## src/design/gjk_pkg.sv

```systemverilog
// Shared types, widths and codes for the convex polygon overlap unit.
// Used by every module of the unit; depends on nothing else.
package gjk_pkg;

   // Coordinate width of a vertex (signed Q8.8).
   localparam int COORD_BITS = 16;
   // Packed vertex: x in the upper half, z in the lower half.
   localparam int VTX_W = 2 * COORD_BITS;
   // Minkowski difference point, search direction and edge vectors.
   localparam int PT_W = COORD_BITS + 1;
   localparam int DIR_W = COORD_BITS + 2;
   // Vertex dot direction inside the support search.
   localparam int PROD_W = COORD_BITS + DIR_W;
   localparam int DOT_W = PROD_W + 1;
   // Products and differences of the simplex arithmetic.
   localparam int WMUL_W = 2 * DIR_W;
   localparam int DIFF_W = WMUL_W + 1;

   localparam int DEF_MAX_VERTICES = 64;

   // Request codes.
   localparam logic [1:0] REQ_LOAD_A = 2'd0;
   localparam logic [1:0] REQ_LOAD_B = 2'd1;
   localparam logic [1:0] REQ_RUN = 2'd2;

   // Result status codes.
   localparam logic [2:0] STAT_APART = 3'd0;
   localparam logic [2:0] STAT_HIT = 3'd1;
   localparam logic [2:0] STAT_LIMIT = 3'd2;
   localparam logic [2:0] STAT_EMPTY = 3'd3;
   localparam logic [2:0] STAT_OVERFLOW = 3'd4;

   // Configuration register addresses and reset value.
   localparam logic [0:0] REG_ITER_LIMIT = 1'b0;
   localparam logic [7:0] ITER_LIMIT_RESET = 8'd32;

   typedef logic signed [COORD_BITS-1:0] coord_type;

   typedef struct packed {
      logic [1:0] req_type;
      logic signed [COORD_BITS-1:0] vertex_x;
      logic signed [COORD_BITS-1:0] vertex_z;
   } req_payload_type;

   typedef struct packed {
      logic [2:0] status;
      logic [7:0] passes_used;
   } rsp_payload_type;

   // Sweep control from the sequencer to a support search unit.
   typedef struct packed {
      logic start;
      logic rd_valid;
   } sweep_ctl_type;

endpackage

```

## src/design/gjk_farthest.sv

```systemverilog
// Support search for one polygon: multiplies each read vertex by the direction
// and keeps the first vertex with the strict extreme dot product. Uses gjk_pkg.
module gjk_farthest #(
   parameter bit MINIMISE = 1'b0
) (
   input  logic                      clock,
   input  logic                      reset,
   input  gjk_pkg::sweep_ctl_type    ctl,
   input  logic [gjk_pkg::VTX_W-1:0] rd_data,
   input  logic signed [gjk_pkg::DIR_W-1:0] dir_x,
   input  logic signed [gjk_pkg::DIR_W-1:0] dir_z,
   output gjk_pkg::coord_type        best_x,
   output gjk_pkg::coord_type        best_z,
   output logic                      busy
);
   import gjk_pkg::*;

   coord_type vx;
   coord_type vz;
   logic signed [PROD_W-1:0] prod_x_in;
   logic signed [PROD_W-1:0] prod_z_in;
   logic signed [PROD_W-1:0] prod_x_ff;
   logic signed [PROD_W-1:0] prod_z_ff;
   coord_type cand_x_ff;
   coord_type cand_z_ff;
   logic      cand_valid_ff;
   logic      first_ff;
   logic signed [DOT_W-1:0] dot;
   logic signed [DOT_W-1:0] best_dot_ff;
   coord_type best_x_ff;
   coord_type best_z_ff;
   logic      take;

   assign vx = rd_data[VTX_W-1:COORD_BITS];
   assign vz = rd_data[COORD_BITS-1:0];

   // First stage: the two products of the dot product.
   assign prod_x_in = vx * dir_x;
   assign prod_z_in = vz * dir_z;

   // Second stage: sum and compare against the best so far.
   assign dot = DOT_W'(prod_x_ff) + DOT_W'(prod_z_ff);
   assign take = cand_valid_ff &&
                 (first_ff || (MINIMISE ? (dot < best_dot_ff) : (dot > best_dot_ff)));

   always_ff @(posedge clock) begin
      if (reset) begin
         cand_valid_ff <= 1'b0;
         first_ff <= 1'b1;
      end else begin
         cand_valid_ff <= ctl.rd_valid;
         if (ctl.start) begin
            first_ff <= 1'b1;
         end else if (take) begin
            first_ff <= 1'b0;
         end
      end
   end

   always_ff @(posedge clock) begin
      prod_x_ff <= prod_x_in;
      prod_z_ff <= prod_z_in;
      cand_x_ff <= vx;
      cand_z_ff <= vz;
      if (take) begin
         best_dot_ff <= dot;
         best_x_ff <= cand_x_ff;
         best_z_ff <= cand_z_ff;
      end
   end

   assign best_x = best_x_ff;
   assign best_z = best_z_ff;
   assign busy = cand_valid_ff;

endmodule

```

## config.mk

```make
export PLATFORM = sky130hd
export DESIGN_NAME = gjk_farthest
export DESIGN_NICKNAME = d
export VERILOG_FILES = /design/src/design/gjk_pkg.sv /design/src/design/gjk_farthest.sv
export SDC_FILE = /design/constraint.sdc
export NUM_CORES = 2
export LEC_CHECK = 0
export BUFFER_PORTS_ARGS = -buffer_cell sky130_fd_sc_hd__buf_2
export CORE_MARGIN = 2
export CORE_UTILIZATION = 55
export CTS_CLUSTER_DIAMETER = 150
export CTS_CLUSTER_SIZE = 10
export DETAILED_ROUTE_END_ITERATION = 8
export GPL_TIMING_DRIVEN = 0
export PLACE_DENSITY = 0.72
export SLEW_MARGIN = 0
export SYNTH_ARGS = -nofsm -noshare
export SYNTH_HDL_FRONTEND = slang
export SYNTH_SLANG_ARGS = --single-unit
export TNS_END_PERCENT = 10
```

## constraint.sdc

```tcl
create_clock -name clock -period 9.8 [get_ports clock]
set_clock_uncertainty 0.05 [all_clocks]
set_input_delay 0.98 -clock clock [delete_from_list [all_inputs] [get_ports clock]]
set_output_delay 0.98 -clock clock [all_outputs]
set_load 0.005 [all_outputs]
```

==> key figures <==
Outcome
  • Outcome: completed

Clocking
  • Worst skew pair latency: 0.49 ns
  • Max Root-Sink Buffers: 2
  • CTS sink cnt: about 170
  • # hold bufs at CTS: 0
  • CTS Buf Count: 17
  • Clock-pin transition on the worst setup and hold timing paths: 0.07 ns
  • Post-cts gate resize count: 0
  • Setup bufs post-CTS: 0
  • H-tree depth: 4
  • CTS tree: yes
  • Root Driver: clkbuf_16

Die
  • Die Span Y: approximately 230 µm
  • Boundary Pins: ~110
  • Die area: about 0.054 mm²
  • Cell row count: 83
  • Core Area: about 0.05 mm²
  • Initial Utilization: 0.557
  • Chip width: between 200 and 250 µm

Setup path
  • Crit start category: primary input
  • Worst path slowest cell: clkbuf_1
  • CP delay by family, top: adder cells
  • CP Depth: 22
  • Worst setup path category: in2reg
  • Critical path arrival: 7.88 ns
  • Worst-path fanout max: 10
  • Worst Path Required: roughly 10 ns
  • Critical Path Most Common Cell: fa_1
  • CP max stage delay: 0.60 ns
  • FF-to-FF setup slack: approximately 3.4 ns
  • Buf/Inv on CP: 6
  • Worst Setup End Kind: flop
  • Reg2Reg Depth: 20
  • CP Cell Sequence: buf_2, clkbuf_1, clkbuf_1, nand2_1, fa_1, inv_1, fa_1, fa_1, fa_1, fa_1, inv_1, fa_1, inv_1, ha_1, a21o_1, a21oi_1, o21ai_0, a2111oi_0, a211oi_1, a21oi_1, a311oi_1, xnor2_1

Route
  • Post-DRT Antenna Nets: 0
  • WL per Instance: 18.2 µm
  • Initial DRC Count: 1409
  • DR pass1 iterations: 5
  • Final wirelength: 69300 µm
  • Vias/cell: 5.43
  • DR vias: 20642
  • Drt drc: 0

Final layout
  • Area of the multi-input gates: 0.0216 mm²
  • Post-Layout Cell Count: 3801
  • Area delta synth->final: 7.15%
  • Layout cells sized above 1: 0.0526
  • Filler instances: 4539
  • Most frequent cells in the layout: inv_1, fa_1, nand2_1, and2_1, ha_1
  • Reg area: 0.00405 mm²
  • Most common cell after layout, fill and taps aside: inv_1
  • Final core occ: 0.597
  • Design Area, Final: 0.0306 mm²
  • Layout net count: 4000

Timing
  • Max-slew violations: 0
  • Tcrit/Tclk final: 0.773
  • Setup TNS: 0 ns
  • Worst slew margin: 0.210
  • Final setup viols: 0
  • F_max: roughly 0.13 GHz
  • Worst slew pin tran: roughly 1.2 ns
  • Tmin final: 7.58 ns
  • RSZ-0062 raised after global routing: no
  • Final-report hold violation count: 0

Global routing
  • Largest net degree at the start of global routing: 22
  • Initial antenna violation count: 1
  • First-pass GRT wire length: 115000 µm
  • GRT Total Usage: 0.279
  • GRT Residual Overflow: 0
  • Vias in the first global route: 21923

Logic synthesis
  • Syn Inst Count: roughly 3000
  • Synthesis Warnings: 0
  • Synth Area in XOR/XNOR: 0.0288
  • Cell Area, Synth: 0.0286 mm²
  • Mux contribution to synthesized area: 0
  • Post-Synth Adder-Cell Area: 0.513
  • Netlist cell types: 78
  • Synth Area in Compound Gates: 0.0695
  • Synthesized flop and latch total: 169
  • Simple-gate share of the synthesized area: 0.144
  • Sequential share of the synthesized area: 0.142
  • Fraction of registers with async set/reset: 0
  • Main combinational cell family by area after synthesis: adder cells
  • Syn_nets: 3873
  • Number of synthesized flops with an enable pin: 67
  • Syn_area_per_cell: 9.59 µm²
  • Ys flop type: dfxtp_1

Hold path
  • WHS Path Cells: 0
  • Hold Path Class: reg2reg

Placed design
  • Post-DP HPWL: 58700 µm
  • Placed cell count: 3767
  • PortBufs: 104
  • Placed Area: 0.0300 mm²
  • Placer Congestion: 0.956

Flow run
  • Max cap viols: 0
[worst paths after layout]
check | startpoint | end
setup / recovery | rd_data[24] | prod_x_ff[33]$_DFF_P_
hold / removal | cand_x_ff[8]$_DFF_P_ | best_x[8]$_DFFE_PP_
setup reg to reg | prod_x_ff[0]$_DFF_P_ | best_z[7]$_DFFE_PP_
hold reg to reg | cand_x_ff[8]$_DFF_P_ | best_x[8]$_DFFE_PP_
[cell usage after synthesis, drive strengths merged (16+ instances only)]
cell type / count / area [µm²]
o21ai: 48 / 244
clkbuf: 84 / 318
a21o: 43 / 323
nor3: 33 / 165
a21oi: 77 / 389
nand2b: 21 / 131
xnor2: 79 / 692
fa: 581 / 11600
inv: 692 / 2600
nand2: 309 / 1160
nand3: 21 / 105
edfxtp: 67 / 2010
dfxtp: 102 / 2040
o21a: 16 / 120
nor2: 100 / 378
and2: 275 / 1720
ha: 241 / 3020
[logic make-up (layout without fill, tap and decap cells)]
kind of cell | after synthesis | in the layout
AO/OA/AOI/OAI | 288 | 288
XOR/XNOR | 94 | 94
adder cells (fa/ha/maj) | 822 | 822
buffers and inverters | 781 | 921
flip-flops | 169 | 169
other | 0 | 2
AND/OR/NAND/NOR | 825 | 825
[per-stage QoR]
stage	setup slack, ns	hold WS [ns]
6_report	2.22	0.351
5_1_grt	1.90	0.362
4_1_cts	2.37	0.357
3_5_place_dp	1.87	0.339
3_3_place_gp	-1.92	0.336
2_1_floorplan	2.10	0.336
[cell type report]
type,instances,area share
flip-flops and latches,169,0.132
clock inverters,11,0.00335
plain buffers,89,0.0113
inverters,692,0.0849
clock buffers,21,0.0154
diodes,2,0.000164
repair buffers,108,0.0196
multi-input cells,2029,0.705
well taps,680,0.0278
[flip-flops by register name, summed over array words and instances, names as in the netlist]
| signal | flops |
|---|---|
| best_dot_ff | 35 |
| best_x | 16 |
| best_z | 16 |
| busy | 1 |
| cand_x_ff | 16 |
| cand_z_ff | 16 |
| first_ff | 1 |
| prod_x_ff | 34 |
| prod_z_ff | 34 |
[routing by layer]
layer	vias up	GRT usage	wire length (µm)
li1	9335	-	-
met2	565	0.466	34300
met4	0	0.0755	1530
met5	-	0	0
met1	10640	0.381	29700
met3	102	0.0409	3730
Power is left out: the tool's default activity adds up to more than one toggle a clock period on the data nets, which glitch-free logic cannot reach.
