===== config.mk =====
export PLATFORM = sky130hd
export DESIGN_NAME = gjk_vstore
export DESIGN_NICKNAME = d
export VERILOG_FILES = /design/src/design/gjk_pkg.sv /design/src/design/gjk_vstore.sv
export SDC_FILE = /design/constraint.sdc
export NUM_CORES = 2
export LEC_CHECK = 0
export ABC_AREA = 1
export BUFFER_PORTS_ARGS = -buffer_cell sky130_fd_sc_hd__buf_2
export CELL_PAD_IN_SITES_DETAIL_PLACEMENT = 0
export CELL_PAD_IN_SITES_GLOBAL_PLACEMENT = 1
export CORE_MARGIN = 4
export CORE_UTILIZATION = 52
export CTS_CLUSTER_DIAMETER = 200
export DETAILED_ROUTE_END_ITERATION = 10
export PLACE_DENSITY_LB_ADDON = 0.1
export SETUP_SLACK_MARGIN = 0.3
export SLEW_MARGIN = 20
export SYNTH_ARGS = -nofsm -noshare
export SYNTH_HDL_FRONTEND = slang
export SYNTH_SLANG_ARGS = --single-unit

===== constraint.sdc =====
create_clock -name clock -period 3.64 [get_ports clock]
set_input_delay 0.182 -clock clock [delete_from_list [all_inputs] [get_ports clock]]
set_output_delay 0.182 -clock clock [all_outputs]
set_load 0.05 [all_outputs]

===== src/design/gjk_pkg.sv =====
// Shared types, widths and codes for the convex polygon overlap unit.
// Used by every module of the unit; depends on nothing else.
package gjk_pkg;

   // Coordinate width of a vertex (signed Q8.8).
   localparam int COORD_BITS = 16;
   // Packed vertex: x in the upper half, z in the lower half.
   localparam int VTX_W = 2 * COORD_BITS;
   // Minkowski difference point, search direction and edge vectors.
   localparam int PT_W = COORD_BITS + 1;
   localparam int DIR_W = COORD_BITS + 2;
   // Vertex dot direction inside the support search.
   localparam int PROD_W = COORD_BITS + DIR_W;
   localparam int DOT_W = PROD_W + 1;
   // Products and differences of the simplex arithmetic.
   localparam int WMUL_W = 2 * DIR_W;
   localparam int DIFF_W = WMUL_W + 1;

   localparam int DEF_MAX_VERTICES = 64;

   // Request codes.
   localparam logic [1:0] REQ_LOAD_A = 2'd0;
   localparam logic [1:0] REQ_LOAD_B = 2'd1;
   localparam logic [1:0] REQ_RUN = 2'd2;

   // Result status codes.
   localparam logic [2:0] STAT_APART = 3'd0;
   localparam logic [2:0] STAT_HIT = 3'd1;
   localparam logic [2:0] STAT_LIMIT = 3'd2;
   localparam logic [2:0] STAT_EMPTY = 3'd3;
   localparam logic [2:0] STAT_OVERFLOW = 3'd4;

   // Configuration register addresses and reset value.
   localparam logic [0:0] REG_ITER_LIMIT = 1'b0;
   localparam logic [7:0] ITER_LIMIT_RESET = 8'd32;

   typedef logic signed [COORD_BITS-1:0] coord_type;

   typedef struct packed {
      logic [1:0] req_type;
      logic signed [COORD_BITS-1:0] vertex_x;
      logic signed [COORD_BITS-1:0] vertex_z;
   } req_payload_type;

   typedef struct packed {
      logic [2:0] status;
      logic [7:0] passes_used;
   } rsp_payload_type;

   // Sweep control from the sequencer to a support search unit.
   typedef struct packed {
      logic start;
      logic rd_valid;
   } sweep_ctl_type;

endpackage


===== src/design/gjk_vstore.sv =====
// Vertex store for one polygon: a memory with one write port, one read port and a fill count.
// Depends on gjk_pkg.
module gjk_vstore #(
   parameter int MAX_VERTICES = gjk_pkg::DEF_MAX_VERTICES
) (
   input  logic                     clock,
   input  logic                     reset,
   input  logic                     wr_en,
   input  logic [gjk_pkg::VTX_W-1:0] wr_data,
   input  logic                     clear,
   input  logic                     rd_en,
   input  logic [$clog2(MAX_VERTICES)-1:0] rd_addr,
   output logic [gjk_pkg::VTX_W-1:0] rd_data,
   output logic                     rd_valid,
   output logic [$clog2(MAX_VERTICES+1)-1:0] count,
   output logic                     full
);
   import gjk_pkg::*;

   localparam int IDX_W = $clog2(MAX_VERTICES);
   localparam int CNT_W = $clog2(MAX_VERTICES + 1);

   logic [VTX_W-1:0] mem [MAX_VERTICES];
   logic [CNT_W-1:0] count_ff;
   logic [CNT_W-1:0] count_in;
   logic             rd_valid_ff;
   logic [VTX_W-1:0] rd_data_ff;

   assign full = (count_ff == CNT_W'(MAX_VERTICES));

   // Fill count: a store that is full drops further vertices.
   always_comb begin
      count_in = count_ff;
      if (clear) begin
         count_in = '0;
      end else if (wr_en && !full) begin
         count_in = count_ff + 1'b1;
      end
   end

   always_ff @(posedge clock) begin
      if (reset) begin
         count_ff <= '0;
         rd_valid_ff <= 1'b0;
      end else begin
         count_ff <= count_in;
         rd_valid_ff <= rd_en && (CNT_W'(rd_addr) < count_ff);
      end
   end

   // Memory write at the fill position and registered read.
   always_ff @(posedge clock) begin
      if (wr_en && !full) begin
         mem[count_ff[IDX_W-1:0]] <= wr_data;
      end
      if (rd_en) begin
         rd_data_ff <= mem[rd_addr];
      end
   end

   assign rd_data = rd_data_ff;
   assign rd_valid = rd_valid_ff;
   assign count = count_ff;

endmodule


==> qor.csv <==
stage,metric,value,unit
pwr,sw power,11.5,mW
timing,Finish-stage setup viols,0,
final_layout,fin util,59.5,%
synth,post-synthesis mux area share,0,%
routing,met3 WL,20.3,mm
worst_setup_path,Worst Path Arrival,3.58,ns
final_layout,fraction of layout cells with a size suffix above 1,9.97,%
routing,Max Used Layer,met5,
global_routing,largest net degree at the start of global routing,165,
worst_setup_path,crit start category,flip-flop,
pwr,Clk network pwr share,41.6,%
place,routability cong.,0.852,
timing,slew margin rel.,25.9,%
synth,area share of the leading cell type in the synthesized netlist,74.8,%
timing,unrepaired setup endpoints after global routing,no,
routing,drt wl/cell,26.7,um
routing,vias after detailed routing,54600,
final_layout,final instance area,0.0945,mm2
worst_setup_path,flop-to-flop setup slack,0.58,ns
final_layout,"Net count, final",7002,
worst_setup_path,worst reg2reg startpoint,count[0],
final_layout,Finished Layout Cells,9215,
clocking,H-tree levels,4,
pwr,Power per Cell Area,537,mW/mm2
timing,final hold violation count,0,
synth,xor-xnor portion of the synthesized cell area,0,%
place,port bufs,83,
routing,routed metal-1 wirelength,103,mm
routing,Routed Wire Length,246,mm
clocking,worst skew pair latency,0.82,ns
worst_setup_path,Reg-to-Reg End,mem[11][27],
worst_setup_path,Critical Path End Type,flip-flop,
worst_setup_path,worst path required time,4.16,ns
status,status,"complete, no violations",
worst_setup_path,worst setup path class,reg2reg,
pwr,VDD IR max,0.000464,V
global_routing,vias in the first global route,51800,
global_routing,initial antenna violation count,26,
routing,First DRT Iteration DRCs,6270,
clocking,clock sink count,2088,
routing,Routed Antenna Nets,0,
floorplanning,Die H,409,um
min_path,min-delay worst type,in2reg,
timing,Slew @ Worst Pin,1.11,ns
worst_setup_path,R2R cell count,10,
timing,final number of max-transition violations,0,
floorplanning,CORE AREA,0.159,mm2
global_routing,GRT overflow,0,
worst_setup_path,"Max FO, Critical Path",13,
global_routing,first-pass GRT wire length,358,mm
clocking,Setup Buffers After CTS,0,
timing,Final period util,84.1,%
timing,Final TNS setup,0,ns
place,Area after DPL,0.0876,mm2
routing,# DRC,0,
pwr,Leakage,33.4,nW
worst_setup_path,capture point of the critical path,mem[11][27],
timing,Tmin final,3.06,ns
place,Final HPWL DP,136,mm
timing,clock skew,0.0329,ns
clocking,Bufs on Longest Clock Path,3,
pwr,Power Internal,39.3,mW
routing,WL met2,115,mm
pwr,Reg power frac,52.3,%
floorplanning,row cnt,146,
synth,largest family of logic cells by synthesized area,simple AND/OR/NAND/NOR gates,
min_path,WHS Path Cells,2,
floorplanning,Initial Utilization,52.5,%
run,MaxCap Viol Count,0,
clocking,cts bufs inserted,212,
clocking,clock root cell,clkbuf_16,
place,Inst Count DP,8789,
synth,Yosys cell types,23,
synth,Synth Area in Compound Gates,0.0854,%
synth,cell area after synthesis,0.0835,mm2
synth,Syn Nets,6882,
floorplanning,chip width,409,um
final_layout,Area Growth Syn to Fin,13.3,%
synth,Simple-Gate Fraction of Synth Area,22.0,%
synth,leading area contributor after synthesis,edfxtp_1,
timing,Final WS setup,0.577,ns
routing,drt via density,5.92,
routing,TritonRoute pass-1 iters,9,
floorplanning,I/O pin count,84,
synth,Synth Area per Inst,12.2,um2
timing,f_max,0.326,GHz
synth,Yosys reg bits,2088,
pwr,Switching Fraction,22.6,%
synth,"Warnings, synthesis",0,
worst_setup_path,critical path launch point,count[0],
floorplanning,die area,0.167,mm2
clocking,"Reg clk slew, reported paths",0.06,ns
synth,ranking of synthesized cells by area,"edfxtp_1 75%, nand3_1 12%, nand2_1 10%",
synth,Post-Synth Adder-Cell Area,0.105,%
clocking,CTS tree,yes,
place,dpl ws,0.641,ns
synth,Gate Count Post-Synth,6832,
pwr,Logic pwr share,6.1,%
global_routing,overall routing resource usage,29.1,%
synth,post-synthesis sequential area ratio,75.0,%
[registers in the layout, summed over array words and instances (netlist names)]
register / count
mem: 2048
rd_valid: 1
count: 7
rd_data: 32
[how the worst min path moves through the flow]
| stage | start | to | slack (ns) |
|---|---|---|---|
| global route | rd_en | rd_data[20] | 0.006 |
| CTS | rd_en | rd_data[20] | 0.003 |
| detailed placement | reset | rd_valid | 0.37 |
| global placement | reset | rd_valid | 0.37 |
| finish | wr_data[25] | mem[57][25] | 0.01 |
| floorplan | reset | rd_valid | 0.26 |
[cells in the final DEF, fill, tap and decap left out, types with 2 or more instances in the layout]
cell              n
dfxtp_1           8
o21ai_0           2
clkinv_8          2
nor2_4           60
nand4_2           2
clkinvlp_4        6
clkinv_4          3
nand3_1        1919
nor2_1            8
clkbuf_16       215
diode_2           5
edfxtp_1       2080
buf_12           72
inv_6             9
inv_1            15
a21oi_1           9
clkinv_2         48
buf_4           179
buf_2            76
dlygate4sd3_1    21
ha_1              7
clkbuf_1         37
nor3_1            5
inv_8             2
buf_8             3
inv_2             6
bufinv_16        16
clkbuf_8          6
nand2_1        2255
clkinv_1         58
[power by group through the flow]
stage	clock (mW)	sequential (mW)	combinational [mW]
after global placement	0	27.1	3.04
after detailed placement	0	27.1	3.07
after CTS	21.4	26.6	3.10
final	21.1	26.6	3.10
after floorplan	0	27.2	1.56
after global routing	22.4	26.6	3.36
[synthesized netlist by cell type (all sizes together)]
library cell  count
nand2          2256
edfxtp         2080
nand3          1919
buf             368
clkbuf           78
nor2             69
inv              26
a21oi             9
dfxtp             8
ha                7
nor3              5
o21ai             3
nand4             2
nor4b             1
o31ai             1
[per-stage QoR]
stage	hold WS, ns	total power, mW
3_3_place_gp	0.372	30.1
5_1_grt	0.00564	52.4
3_5_place_dp	0.372	30.2
4_1_cts	0.00319	51.1
6_report	0.0139	50.8
2_1_floorplan	0.259	28.7
[metal layers]
metal,track usage [%],vias up
met2,45.6,2315
met1,41.8,27200
li1,-,24600
met5,0,-
met3,5.29,424
met4,9.04,12
[area by class of cell]
type | count | area [um2]
clock buffer | 258 | 5600
antenna | 5 | 12.5
clock inverter | 142 | 1140
sequential | 2088 | 62600
inverter | 26 | 136
fill | 12700 | 64400
timing repair buffer | 352 | 3430
multi-input combinational | 4272 | 19000
tap | 2072 | 2590
[logic make-up (layout without fill, tap and decap cells)]
logic type | count (synthesis) | count (layout)
other cells | 0 | 5
compound gates | 13 | 13
simple gates | 4252 | 4252
buf+inv | 472 | 778
flops | 2088 | 2088
fa+ha+maj | 7 | 7
[what timing repair did]
item,CTS,global route
resized for setup,0,0
endpoints found under the hold margin,353,89
hold buffers,19,2
[critical path, cell delays in order (launching register included)]
cell and delay, ns:
dfxtp_1 0.45, inv_1 0.18, ha_1 0.24, nand2_1 0.07, inv_1 0.04, nand2_1 0.09, o21ai_2 0.09, nor2_2 0.16
nand3_1 0.37, nor2_4 0.75, buf_4 0.32
(Power assumes the default switching activity.)
